**src/sv/sha1_hash_engine_core_assert.svh**
```systemverilog
// Assertion macros shared by the SHA-1 engine RTL.
// Depends on nothing; files include it by its bare name.
`ifndef SHA1_HASH_ENGINE_CORE_ASSERT_SVH
`define SHA1_HASH_ENGINE_CORE_ASSERT_SVH

// Same-cycle implication, checked on every rising edge outside reset.
`define SHA1_ASSERT_NOW(label, clk, rst, ante, cons) \
  label: assert property (@(posedge clk) disable iff (rst) (ante) |-> (cons)) \
    else $error("sha1 engine: same-cycle check failed");

// Next-cycle implication, checked on every rising edge outside reset.
`define SHA1_ASSERT_NEXT(label, clk, rst, ante, cons) \
  label: assert property (@(posedge clk) disable iff (rst) (ante) |=> (cons)) \
    else $error("sha1 engine: next-cycle check failed");

`endif

```
**src/sv/sha1_pkg.sv**
```systemverilog
// Shared types and constants of the SHA-1 engine.
// Used by the schedule window, the round unit and the top level.
package sha1_pkg;

  localparam logic [1:0] MODE_ABSORB  = 2'd0;
  localparam logic [1:0] MODE_REPORT  = 2'd1;
  localparam logic [1:0] MODE_RESTART = 2'd2;

  localparam logic [1:0] PH_CH   = 2'd0;
  localparam logic [1:0] PH_PAR1 = 2'd1;
  localparam logic [1:0] PH_MAJ  = 2'd2;
  localparam logic [1:0] PH_PAR2 = 2'd3;

  localparam int unsigned BLOCK_BYTES = 64;
  localparam logic [5:0]  LAST_POS    = 6'd63;
  localparam logic [5:0]  LEN_POS     = 6'd56;
  localparam logic [7:0]  PAD_BYTE    = 8'h80;
  localparam logic [2:0]  LAST_IDX    = 3'd4;

  localparam logic [31:0] SHA1_IV [0:4] = '{
    32'h67452301, 32'hEFCDAB89, 32'h98BADCFE, 32'h10325476, 32'hC3D2E1F0
  };

  localparam logic [31:0] SHA1_K0 = 32'h5A827999;
  localparam logic [31:0] SHA1_K1 = 32'h6ED9EBA1;
  localparam logic [31:0] SHA1_K2 = 32'h8F1BBCDC;
  localparam logic [31:0] SHA1_K3 = 32'hCA62C1D6;

  // Control of the 16-word schedule window.
  typedef struct packed {
    logic       wr;
    logic [5:0] pos;
    logic [7:0] data;
    logic       shift;
  } sha1_wctl_t;

  // Control of the round unit and its chaining registers.
  typedef struct packed {
    logic       iv_load;
    logic       snap;
    logic       start;
    logic       use_copy;
    logic       step;
    logic [1:0] phase;
    logic       finish;
  } sha1_rctl_t;

endpackage

```
**src/sv/sha1_ram.sv**
```systemverilog
// Generic single-port-write, registered-read RAM.
// Stand-alone; no package needed.
module sha1_ram #(
  parameter int WIDTH = 8,
  parameter int DEPTH = 64
) (
  input  logic                     clk,
  input  logic                     we,
  input  logic [$clog2(DEPTH)-1:0] waddr,
  input  logic [WIDTH-1:0]         wdata,
  input  logic [$clog2(DEPTH)-1:0] raddr,
  output logic [WIDTH-1:0]         rdata
);

  logic [WIDTH-1:0] mem [DEPTH];

  always_ff @(posedge clk) begin
    if (we) begin
      mem[waddr] <= wdata;
    end
    rdata <= mem[raddr];
  end

endmodule

```
**src/sv/sha1_sched.sv**
```systemverilog
// SHA-1 message schedule window: sixteen words, loaded a byte at a time
// and shifted once per round. Depends on sha1_pkg.
module sha1_sched (
  input  logic                clk,
  input  sha1_pkg::sha1_wctl_t ctl,
  output logic [31:0]         w0
);
  import sha1_pkg::*;

  logic [31:0] win [16];
  logic [31:0] mix;

  // Word t+16 from words t+13, t+8, t+2 and t, rotated left by one.
  assign mix = win[13] ^ win[8] ^ win[2] ^ win[0];
  assign w0  = win[0];

  always_ff @(posedge clk) begin
    if (ctl.shift) begin
      for (int i = 0; i < 15; i++) begin
        win[i] <= win[i+1];
      end
      win[15] <= {mix[30:0], mix[31]};
    end else if (ctl.wr) begin
      // Big-endian: byte lane 0 lands in bits 31:24.
      win[ctl.pos[5:2]][{~ctl.pos[1:0], 3'b000} +: 8] <= ctl.data;
    end
  end

endmodule

```
**src/sv/sha1_round.sv**
```systemverilog
// SHA-1 round unit: working words a..e, the running chaining words and the
// copy used while a digest is reported. Depends on sha1_pkg.
module sha1_round (
  input  logic                clk,
  input  logic                rst,
  input  sha1_pkg::sha1_rctl_t ctl,
  input  logic [31:0]         w,
  input  logic [2:0]          sel,
  output logic [31:0]         word
);
  import sha1_pkg::*;

  logic [31:0] h  [5];
  logic [31:0] hv [5];
  logic [31:0] wk [5];
  logic [31:0] f;
  logic [31:0] k;
  logic [31:0] tmp;

  always_comb begin
    case (ctl.phase)
      PH_CH: begin
        f = (wk[1] & wk[2]) | (~wk[1] & wk[3]);
        k = SHA1_K0;
      end
      PH_PAR1: begin
        f = wk[1] ^ wk[2] ^ wk[3];
        k = SHA1_K1;
      end
      PH_MAJ: begin
        f = (wk[1] & wk[2]) | (wk[1] & wk[3]) | (wk[2] & wk[3]);
        k = SHA1_K2;
      end
      default: begin
        f = wk[1] ^ wk[2] ^ wk[3];
        k = SHA1_K3;
      end
    endcase
    tmp = {wk[0][26:0], wk[0][31:27]} + f + wk[4] + k + w;
  end

  always_ff @(posedge clk) begin
    if (ctl.start) begin
      for (int i = 0; i < 5; i++) begin
        wk[i] <= ctl.use_copy ? hv[i] : h[i];
      end
    end else if (ctl.step) begin
      wk[0] <= tmp;
      wk[1] <= wk[0];
      wk[2] <= {wk[1][1:0], wk[1][31:2]};
      wk[3] <= wk[2];
      wk[4] <= wk[3];
    end
  end

  always_ff @(posedge clk) begin
    if (rst || ctl.iv_load) begin
      for (int i = 0; i < 5; i++) begin
        h[i] <= SHA1_IV[i];
      end
    end else if (ctl.finish && !ctl.use_copy) begin
      for (int i = 0; i < 5; i++) begin
        h[i] <= h[i] + wk[i];
      end
    end
  end

  always_ff @(posedge clk) begin
    if (ctl.snap) begin
      for (int i = 0; i < 5; i++) begin
        hv[i] <= h[i];
      end
    end else if (ctl.finish && ctl.use_copy) begin
      for (int i = 0; i < 5; i++) begin
        hv[i] <= hv[i] + wk[i];
      end
    end
  end

  always_comb begin
    case (sel)
      3'd0:    word = hv[0];
      3'd1:    word = hv[1];
      3'd2:    word = hv[2];
      3'd3:    word = hv[3];
      default: word = hv[4];
    endcase
  end

endmodule

```
**src/sv/sha1_hash_engine_core.sv**
```systemverilog
// SHA-1 engine, one message byte per absorb transfer, rounds run one per cycle.
// The 64th byte of a block starts the rounds on the shared round unit and then
// one chaining add. A report runs the load, the rounds and one add for each
// padded block, then reloads the window from the byte RAM, then makes five
// word transfers; input waits meanwhile.
// Synchronous rst restores the IV, clears count and length, not the byte RAM.
module sha1_hash_engine_core (
  input  logic        clk,
  input  logic        rst,
  input  logic        item_valid,
  output logic        item_ready,
  input  logic [1:0]  mode,
  input  logic [7:0]  data_byte,
  output logic        word_valid,
  input  logic        word_ready,
  output logic [31:0] digest_word,
  output logic [2:0]  word_index,
  output logic        last_word
);
  import sha1_pkg::*;
`include "sha1_hash_engine_core_assert.svh"

  // Sequencer states. The load state also rebuilds the schedule window from
  // the byte RAM after a report, since the rounds consume the window.
  localparam logic [2:0] S_IDLE  = 3'd0;
  localparam logic [2:0] S_LOAD  = 3'd1;
  localparam logic [2:0] S_ROUND = 3'd2;
  localparam logic [2:0] S_FINAL = 3'd3;
  localparam logic [2:0] S_EMIT  = 3'd4;

  logic [2:0]  state;
  logic [6:0]  cnt;          // Load position (0..64) or round number (0..79).
  logic [5:0]  fill;         // Bytes held in the current block.
  logic [63:0] len;          // Message length in bits, wrapping.
  logic        job_report;   // The running compression belongs to a report.
  logic        blk;          // Second padded block of a report.
  logic        restore;      // Load pass only rebuilds the window.
  logic [2:0]  out_idx;

  logic        acc;
  logic [7:0]  ram_rdata;
  logic [5:0]  ld_pos;
  logic [7:0]  ld_byte;
  logic        two_blocks;
  logic        len_blk;
  logic [31:0] w0;

  sha1_wctl_t  wctl;
  sha1_rctl_t  rctl;

  assign item_ready  = (state == S_IDLE);
  assign acc         = item_valid && item_ready;
  assign word_valid  = (state == S_EMIT);
  assign word_index  = out_idx;
  assign last_word   = (out_idx == LAST_IDX);

  // The RAM read issued at position p is registered, so the byte
  // written during the load is for position cnt - 1.
  assign ld_pos     = cnt[5:0] - 6'd1;
  assign two_blocks = (fill >= LEN_POS);
  assign len_blk    = blk || !two_blocks;

  // Padded byte: message bytes, the 0x80 marker, zeros, and the big-endian bit
  // length in the last eight bytes of the final block; restore copies the RAM.
  always_comb begin
    if (restore || (!blk && ld_pos < fill)) begin
      ld_byte = ram_rdata;
    end else if (!blk && ld_pos == fill) begin
      ld_byte = PAD_BYTE;
    end else if (len_blk && ld_pos >= LEN_POS) begin
      ld_byte = len[{~ld_pos[2:0], 3'b000} +: 8];
    end else begin
      ld_byte = 8'h00;
    end
  end

  always_comb begin
    wctl          = '0;
    rctl          = '0;
    rctl.use_copy = job_report;
    rctl.phase    = (cnt < 7'd20) ? PH_CH :
                    (cnt < 7'd40) ? PH_PAR1 :
                    (cnt < 7'd60) ? PH_MAJ : PH_PAR2;
    unique case (state)
      S_IDLE: begin
        rctl.use_copy = 1'b0;
        if (acc) begin
          unique case (mode)
            MODE_ABSORB: begin
              wctl.wr   = 1'b1;
              wctl.pos  = fill;
              wctl.data = data_byte;
              rctl.start = (fill == LAST_POS);
            end
            MODE_REPORT:  rctl.snap    = 1'b1;
            MODE_RESTART: rctl.iv_load = 1'b1;
            default: ;
          endcase
        end
      end
      S_LOAD: begin
        if (cnt != 7'd0) begin
          wctl.wr   = 1'b1;
          wctl.pos  = ld_pos;
          wctl.data = ld_byte;
        end
        rctl.start = (cnt == 7'd64) && !restore;
      end
      S_ROUND: begin
        wctl.shift = 1'b1;
        rctl.step  = 1'b1;
      end
      S_FINAL: rctl.finish = 1'b1;
      S_EMIT: ;
      default: ;
    endcase
  end

  always_ff @(posedge clk) begin
    if (rst) begin
      state      <= S_IDLE;
      cnt        <= 7'd0;
      fill       <= 6'd0;
      len        <= 64'd0;
      job_report <= 1'b0;
      blk        <= 1'b0;
      restore    <= 1'b0;
      out_idx    <= 3'd0;
    end else begin
      unique case (state)
        S_IDLE: begin
          if (acc) begin
            unique case (mode)
              MODE_ABSORB: begin
                len  <= len + 64'd8;
                fill <= fill + 6'd1;
                if (fill == LAST_POS) begin
                  job_report <= 1'b0;
                  cnt        <= 7'd0;
                  state      <= S_ROUND;
                end
              end
              MODE_REPORT: begin
                job_report <= 1'b1;
                blk        <= 1'b0;
                restore    <= 1'b0;
                cnt        <= 7'd0;
                state      <= S_LOAD;
              end
              MODE_RESTART: begin
                fill <= 6'd0;
                len  <= 64'd0;
              end
              default: ;
            endcase
          end
        end
        S_LOAD: begin
          if (cnt == 7'd64) begin
            cnt     <= 7'd0;
            out_idx <= 3'd0;
            state   <= restore ? S_EMIT : S_ROUND;
          end else begin
            cnt <= cnt + 7'd1;
          end
        end
        S_ROUND: begin
          if (cnt == 7'd79) begin
            cnt   <= 7'd0;
            state <= S_FINAL;
          end else begin
            cnt <= cnt + 7'd1;
          end
        end
        S_FINAL: begin
          if (!job_report) begin
            state <= S_IDLE;
          end else if (!blk && two_blocks) begin
            blk   <= 1'b1;
            state <= S_LOAD;
          end else begin
            restore <= 1'b1;
            state   <= S_LOAD;
          end
        end
        S_EMIT: begin
          if (word_ready) begin
            if (out_idx == LAST_IDX) begin
              out_idx <= 3'd0;
              state   <= S_IDLE;
            end else begin
              out_idx <= out_idx + 3'd1;
            end
          end
        end
        default: state <= S_IDLE;
      endcase
    end
  end

  sha1_ram #(
    .WIDTH(8),
    .DEPTH(BLOCK_BYTES)
  ) u_bytes (
    .clk   (clk),
    .we    (acc && mode == MODE_ABSORB),
    .waddr (fill),
    .wdata (data_byte),
    .raddr (cnt[5:0]),
    .rdata (ram_rdata)
  );

  sha1_sched u_sched (
    .clk (clk),
    .ctl (wctl),
    .w0  (w0)
  );

  sha1_round u_round (
    .clk  (clk),
    .rst  (rst),
    .ctl  (rctl),
    .w    (w0),
    .sel  (out_idx),
    .word (digest_word)
  );

  // The engine never takes input while digest words are pending.
  `SHA1_ASSERT_NOW(a_no_overlap, clk, rst, item_ready, !word_valid)
  // Rounds never run past the eightieth.
  `SHA1_ASSERT_NOW(a_round_range, clk, rst, state == S_ROUND, cnt < 7'd80)
  // A block compressed for absorbing returns straight to idle.
  `SHA1_ASSERT_NEXT(a_absorb_done, clk, rst, state == S_FINAL && !job_report,
                    item_ready)
  // The final digest word transfer frees the input side.
  `SHA1_ASSERT_NEXT(a_emit_done, clk, rst, word_valid && word_ready && last_word,
                    item_ready)

endmodule
```
**config.mk**
```make
export PLATFORM = sky130hd
export DESIGN_NAME = sha1_hash_engine_core
export DESIGN_NICKNAME = d
export VERILOG_FILES = /design/src/sv/sha1_pkg.sv /design/src/sv/sha1_ram.sv /design/src/sv/sha1_sched.sv /design/src/sv/sha1_round.sv /design/src/sv/sha1_hash_engine_core.sv
export VERILOG_INCLUDE_DIRS = /design/src /design/src/sv
export SDC_FILE = /design/constraint.sdc
export NUM_CORES = 2
export LEC_CHECK = 0
export BUFFER_PORTS_ARGS = -buffer_cell sky130_fd_sc_hd__buf_2
export CORE_AREA = 2 2 465 467
export CTS_CLUSTER_DIAMETER = 200
export DETAILED_ROUTE_END_ITERATION = 7
export DIE_AREA = 0 0 467 469
export GPL_TIMING_DRIVEN = 0
export SKIP_LAST_GASP = 1
export SYNTH_ARGS = -nofsm -noshare
export SYNTH_HDL_FRONTEND = slang
export SYNTH_SLANG_ARGS = --single-unit
```
**constraint.sdc**
```tcl
create_clock -name clk -period 16.1 [get_ports clk]
set_input_delay 4.025 -clock clk [delete_from_list [all_inputs] [get_ports clk]]
set_output_delay 4.025 -clock clk [all_outputs]
set_load 0.01 [all_outputs]
```
# Word level (Yosys, flattened, before mapping)
# Memories as Yosys holds them, arrays and structs flattened. A register that Yosys moved wholly into a read port is not among the register bits.
# Cells that the tools add are included.
[word_totals]
regBits = 86
mem_count = 5
ram_bits = 1504
wordCells = 232
out_inout_bits = 38
in_bits = 14
[memory_table]
columns = ["memory", "words", "width", "read_ports", "rd_clocked_by_memory_dff", "write_ports", "line_no", "text"]
rows = [
  ["u_bytes.mem", 64, 8, 1, 1, 1, "sha1_ram.sv:15", "logic [WIDTH-1:0] mem [DEPTH];"],
  ["u_sched.win", 16, 32, 16, 0, 16, "sha1_sched.sv:10", "logic [31:0] win [16];"],
  ["u_round.h", 5, 32, 5, 0, 5, "sha1_round.sv:13", "logic [31:0] h [5];"],
  ["u_round.hv", 5, 32, 5, 0, 5, "sha1_round.sv:14", "logic [31:0] hv [5];"],
  ["u_round.wk", 5, 32, 5, 0, 5, "sha1_round.sv:15", "logic [31:0] wk [5];"],
]
[op_classes]
n_shift = 3
order_cmp = 6
eq_ne = 28
muxes = 98
addsub = 20
bitwise = 30
reduce_logical = 34
[op_table]
columns = ["operator", "n"]
rows = [
  ["32-bit 2-to-1 mux", 23],
  ["32-bit adder", 14],
  ["32-bit XOR", 5],
  ["32-bit AND", 4],
  ["32-bit one-hot mux with 4 select lines", 1],
  ["64-bit one-hot mux with 2 select lines", 1],
  ["32-bit bitwise OR", 3],
  ["32-bit one-hot mux with 3 select lines", 1],
  ["64-bit by 4-bit adder with 64-bit output (second input constant)", 1],
  ["32-bit one-hot mux with 2 select lines", 1],
  ["64-bit by 7-bit variable part select with 8-bit output", 1],
  ["15-bit 2-to-1 mux", 3],
  ["1-bit 2-to-1 mux", 35],
  ["3-bit 2-to-1 mux", 11],
  ["32-bit NOT", 1],
  ["32-bit OR reduction", 1],
  ["8-bit by 7-bit variable shift with 32-bit output (first input constant)", 1],
  ["8-bit by 7-bit variable part select with 32-bit output", 1],
  ["15-bit one-hot mux with 2 select lines", 1],
  ["7-bit 2-to-1 mux", 4],
  ["8-bit 2-to-1 mux", 3],
  ["7-bit one-hot mux with 3 select lines", 1],
  ["1-bit bitwise OR", 15],
  ["3-bit one-hot mux with 5 select lines", 1],
  ["other kinds (41)", 86],
]

# Logic depth before layout (Yosys ltp)
[logic_depth]
word_depth = 15
ltp_mapped = 26
depth_no_buf = 22

# By module
# A second synthesis with hierarchy kept.
[hier_totals]
hier_cells = 7419
area_unflattened_um2 = 90697.0
[by_module_without_submodules]
columns = ["mod", "area_each_um2", "n_inst", "seq_area_each_um2", "cells_each"]
rows = [
  ["sha1_round", 41562.4, 1, 14413.8, 4414],
  ["sha1_sched", 23667.7, 1, 15374.7, 1378],
  ["sha1_ram", 20190.6, 1, 15534.9, 972],
  ["sha1_hash_engine_core", 5276.3, 1, 1661.6, 655],
]

# Least setup slack after synthesis
# No wires, ideal clock.
[synth_timing]
kind = "register to register"
from = "register cnt[0]"
to = "memory u_round.wk[0][0], enable pin"
t_arrival_ps = 13117
n_path_buf = 3
setup_ps = 902
stages_incl_launch_ff = 10
slack_ps = 2081
synth_period_minus_slack_ps = 14019
required_time_ps = 15198
cell_sequence = "dfxtp_1 -> clkbuf_1 -> clkbuf_1 -> clkbuf_1 -> inv_1 -> ha_1 -> nand4_1 -> or2_2 -> o31a_1 -> o21ai_0"
[synth_rtl]
columns = ["item", "line_no", "text"]
rows = [
  ["start, declared", "sha1_hash_engine_core.sv:32", "logic [6:0] cnt;"],
  ["start signal, assigned", "sha1_hash_engine_core.sv:164", "cnt <= cnt + 7'd1;"],
  ["start signal, assigned", "sha1_hash_engine_core.sv:172", "cnt <= cnt + 7'd1;"],
  ["end, declared", "sha1_round.sv:15", ""],
]

==> results by group <==
Outcome
  – Outcome: finished with violations
  – Violated checks: capacitance limit, slew limit

Yosys
  – Top-count cell post-synth: edfxtp_1
  – Mean post-synth cell area: 11.8 um^2
  – FF+latch count, synth: 1595
  – Cells after synthesis: 7582
  – Post-synth top cells: 1504 x edfxtp_1, 981 x nand2_1, 559 x o21ai_0, 459 x nor2_1, 371 x ha_1
  – Syn Nets: 8097
  – Top post-synthesis cells by area: edfxtp_1 50%, ha_1 5.2%, mux4_2 4.5%, nand2_1 4.1%, mux2_2 3.8%
  – Post-synth top flop: edfxtp_1
  – Synth area leader: edfxtp_1
  – Unique masters post-synth: 98
  – Ys async rst share: 0%
  – Post-synth EDFFs: 1504
  – Synth top area share: 50.4%
  – Area of the mapped netlist: 89600 um^2
  – Yosys warnings: 0
  – Register area share after synthesis: 52.5%

Floorplan
  – Ports: 52
  – Row cnt: 170
  – Core ar.: 214000 um^2
  – Die Width: 467 um
  – Full die area: 219000 um^2
  – Die Span Y: 469 um
  – Initial Utilization: 41.9%

Worst hold path
  – Worst min path class: reg -> reg
  – Hold endpoint: u_sched.win[13][5]
  – Hold Path Cell Cnt: 1
  – Hold wc startpoint: u_sched.win[14][5]

Worst setup path
  – Kind of end point of the critical path: flop
  – Crit path kind: reg -> reg
  – CP max-delay cell: o21ai_0
  – Crit-path cells: buf_1, nand2_1, o21ai_0, a221o_1, clkbuf_1, clkbuf_1, inv_1, ha_1, inv_1, clkbuf_1, o21ai_0, o21ai_0, fa_1, inv_1, ha_1, a21o_1, a21o_1, a21oi_1, nand3_1, o22ai_1, a2bb2oi_1, a2111oi_0, or3_1, a31o_1
  – Worst r2r dst: u_round.wk[0][30]
  – R2R Path Start: cnt[2]
  – CP required: 16.70 ns
  – CP bufs+invs: 7
  – CP Max Fanout: 12
  – Register-to-Register Path Depth: 24
  – CP max stage delay: 1.11 ns
  – Worst EP arrival: 10.16 ns
  – Worst Setup Start Kind: flop
  – R2r setup slk: 6.54 ns
  – CP top delay family: compound AO/OA/AOI/OAI gates

Detailed routing
  – Routed WL: 311000 um
  – Iter 0 DRT Violations: 7329
  – Post-route ant nets: 0
  – Avg WL per Cell: 28.8 um
  – DR pass1 iterations: 6
  – Vias: 65200
  – Residual DRC: 0
  – Via-per-instance ratio: 6.02

Global routing
  – Met3 usage: 5.70%
  – Met2 usage: 43.0%
  – Most Crowded Layer GR: met2
  – Largest net degree at the start of global routing: 66
  – Gr usage total: 27.9%
  – Met1 GRT Util: 37.3%
  – Global-route wire length before repair: 441000 um
  – Initial antenna violation count: 26
  – Overflow after GRT: 0
  – Vias in the first global route: 61900

Clock tree
  – CTS tree: built
  – H-tree Lvls: 4
  – Post-CTS resize count: 0
  – Root buffer cell: clkbuf_16
  – Cts bufs inserted: 176
  – Worst skew pair latency: 0.87 ns
  – Maximum root-to-sink buffer count: 3
  – Post-CTS setup buffer count: 0
  – Hold-fix buffers, CTS: 0
  – Clk pin slew, worst setup/hold paths: 0.06 ns
  – CTS Sinks: 1595

Power
  – Static leakage: 36.0 nW
  – Largest vdd supply drop: 118 uV
  – PwrDens: 91.9 nW/um^2

STA
  – Fin. Hold Viols: 0
  – Slew @ Worst Pin: 1.53 ns
  – RSZ-0062 raised after global routing: false
  – Final setup fails: 0
  – Final min period: 9.56 ns
  – Fmax: 105 MHz
  – Clk_skew: 0.0812 ns
  – Hold WS: 0.484 ns
  – Final period util: 59.4%
  – Setup TNS: 0 ns
  – Worst setup margin: 6.54 ns
  – Fin. max-slew vios: 11
  – Worst rel slew slack: -1.70%

Finish
  – Nets: 8344
  – Util after Layout: 46.7%
  – Final Non-Filler Cells: 10800
  – Ratio of cells with drive above 1 in the final layout: 11.7%
  – Area Overhead vs Synth: 11.5%

Placement
  – Inst Count DP: 10500
  – Detailed placement HPWL: 235000 um
  – Setup WS pre-CTS: 6.82 ns
  – I/O Buffers: 50
  – GP Congestion: 1.02

Job
  – Max Cap Viol: 3
-- flip-flops by register name (all words and copies together), names as in the netlist --
signal and count:
blk 1, cnt 7, fill 6, job_report 1, len 61, restore 1
state 3, u_bytes.mem 512, u_bytes.rdata 8, u_round.h 160, u_round.hv 160, u_round.wk 160
u_sched.win 512, word_index 3
-- per-layer routing --
metal	vias to the layer above	wire, um
li1	28800	-
met1	32700	127000
met2	3059	138000
met3	669	27800
met4	10	18800
met5	-	72
-- metrics by stage --
stage	cell area (um^2)	power, mW
2_1_floorplan	89600	4.87
3_3_place_gp	93400	5.01
3_5_place_dp	93800	5.01
4_1_cts	99900	9.22
5_1_grt	99900	9.40
6_report	99900	9.18
-- power breakdown --
part	total, mW	leakage (nW)	internal [mW]	switching (mW)
clock	4.26	2.91	2.44	1.82
combinational	0.363	19.1	0.134	0.229
sequential	4.56	14.0	4.53	0.0320
-- worst max-delay path by stage --
stage	to	depth (start not counted)	slack, ns	from
after global routing	u_round.wk[0][30]	24	6.28	cnt[2]
after global placement	u_round.wk[0][84]	9	-6.60	cnt[0]
after detailed placement	u_round.wk[0][30]	24	6.82	cnt[2]
after CTS	u_round.wk[0][30]	24	6.74	cnt[2]
after floorplan	u_round.wk[0][0]	9	2.08	cnt[0]
final	u_round.wk[0][30]	24	6.54	cnt[2]
-- worst reg2reg max path: stages (launching register included) --
cell and delay (ns):
dfxtp_1 0.41, buf_1 0.66, nand2_1 0.21, o21ai_0 0.24, a221o_1 0.53, clkbuf_1 0.43, clkbuf_1 0.68, inv_1 0.23
ha_1 0.50, inv_1 0.21, clkbuf_1 0.65, o21ai_0 0.18, o21ai_0 1.11, fa_1 0.58, inv_1 0.07, ha_1 0.29
a21o_1 0.20, a21o_1 0.18, a21oi_1 0.26, nand3_1 0.12, o22ai_1 0.41, a2bb2oi_1 0.37, a2111oi_0 0.21, or3_1 0.35
a31o_1 0.23
-- area by class of cell --
class / instances / area, um^2
flip-flops and latches: 1595 / 47000
repair buffers: 69 / 658
multi-input cells: 5312 / 40000
well taps: 2838 / 3550
inverters: 331 / 1240
plain buffers: 344 / 1350
fillers: 19200 / 114000
clock inverters: 116 / 1440
clock buffers: 211 / 4610
diodes: 11 / 27.5
-- placed cells by master, fill, tap and decap left out, types with 17 or more instances in the layout --
master,Yosys,layout
edfxtp_1,1504,1504
nand2_1,981,981
o21ai_0,559,555
nor2_1,459,458
ha_1,371,371
inv_1,327,327
a21oi_1,306,306
mux2_2,303,303
clkbuf_1,260,284
o31ai_1,258,258
xnor2_1,234,234
xor2_1,188,188
mux4_2,180,180
clkbuf_16,0,177
a21o_1,173,173
mux2i_1,159,159
fa_1,130,130
dfxtp_1,91,91
nand3_1,89,89
nor3_1,84,84
buf_2,30,82
a31oi_1,76,76
a22oi_1,68,68
o21a_1,60,60
nand2b_1,57,57
buf_1,53,51
nand4_1,46,46
nor2b_1,45,45
and3_1,43,43
or3_1,42,42
clkinv_1,1,33
a211oi_1,32,32
clkinv_2,0,31
o21bai_1,31,30
nor2_2,27,28
and2_1,28,28
o211ai_1,24,24
bufinv_16,0,23
o21ai_1,14,17
a21boi_0,17,17
-- logic make-up (layout without fill, tap and decap cells) --
logic type	count (synthesis)	count (layout)	synth area share, %
AND/OR/NAND/NOR	1989	1989	9.82
AO/OA/AOI/OAI	1755	1755	12.4
flip-flops	1595	1595	52.5
multiplexers	644	644	10.2
adder cells (fa/ha/maj)	501	501	8.09
XOR/XNOR	423	423	4.14
buffers and inverters	675	1071	2.88
other	0	11	0
Note: power is estimated with default switching activity, not from simulation.
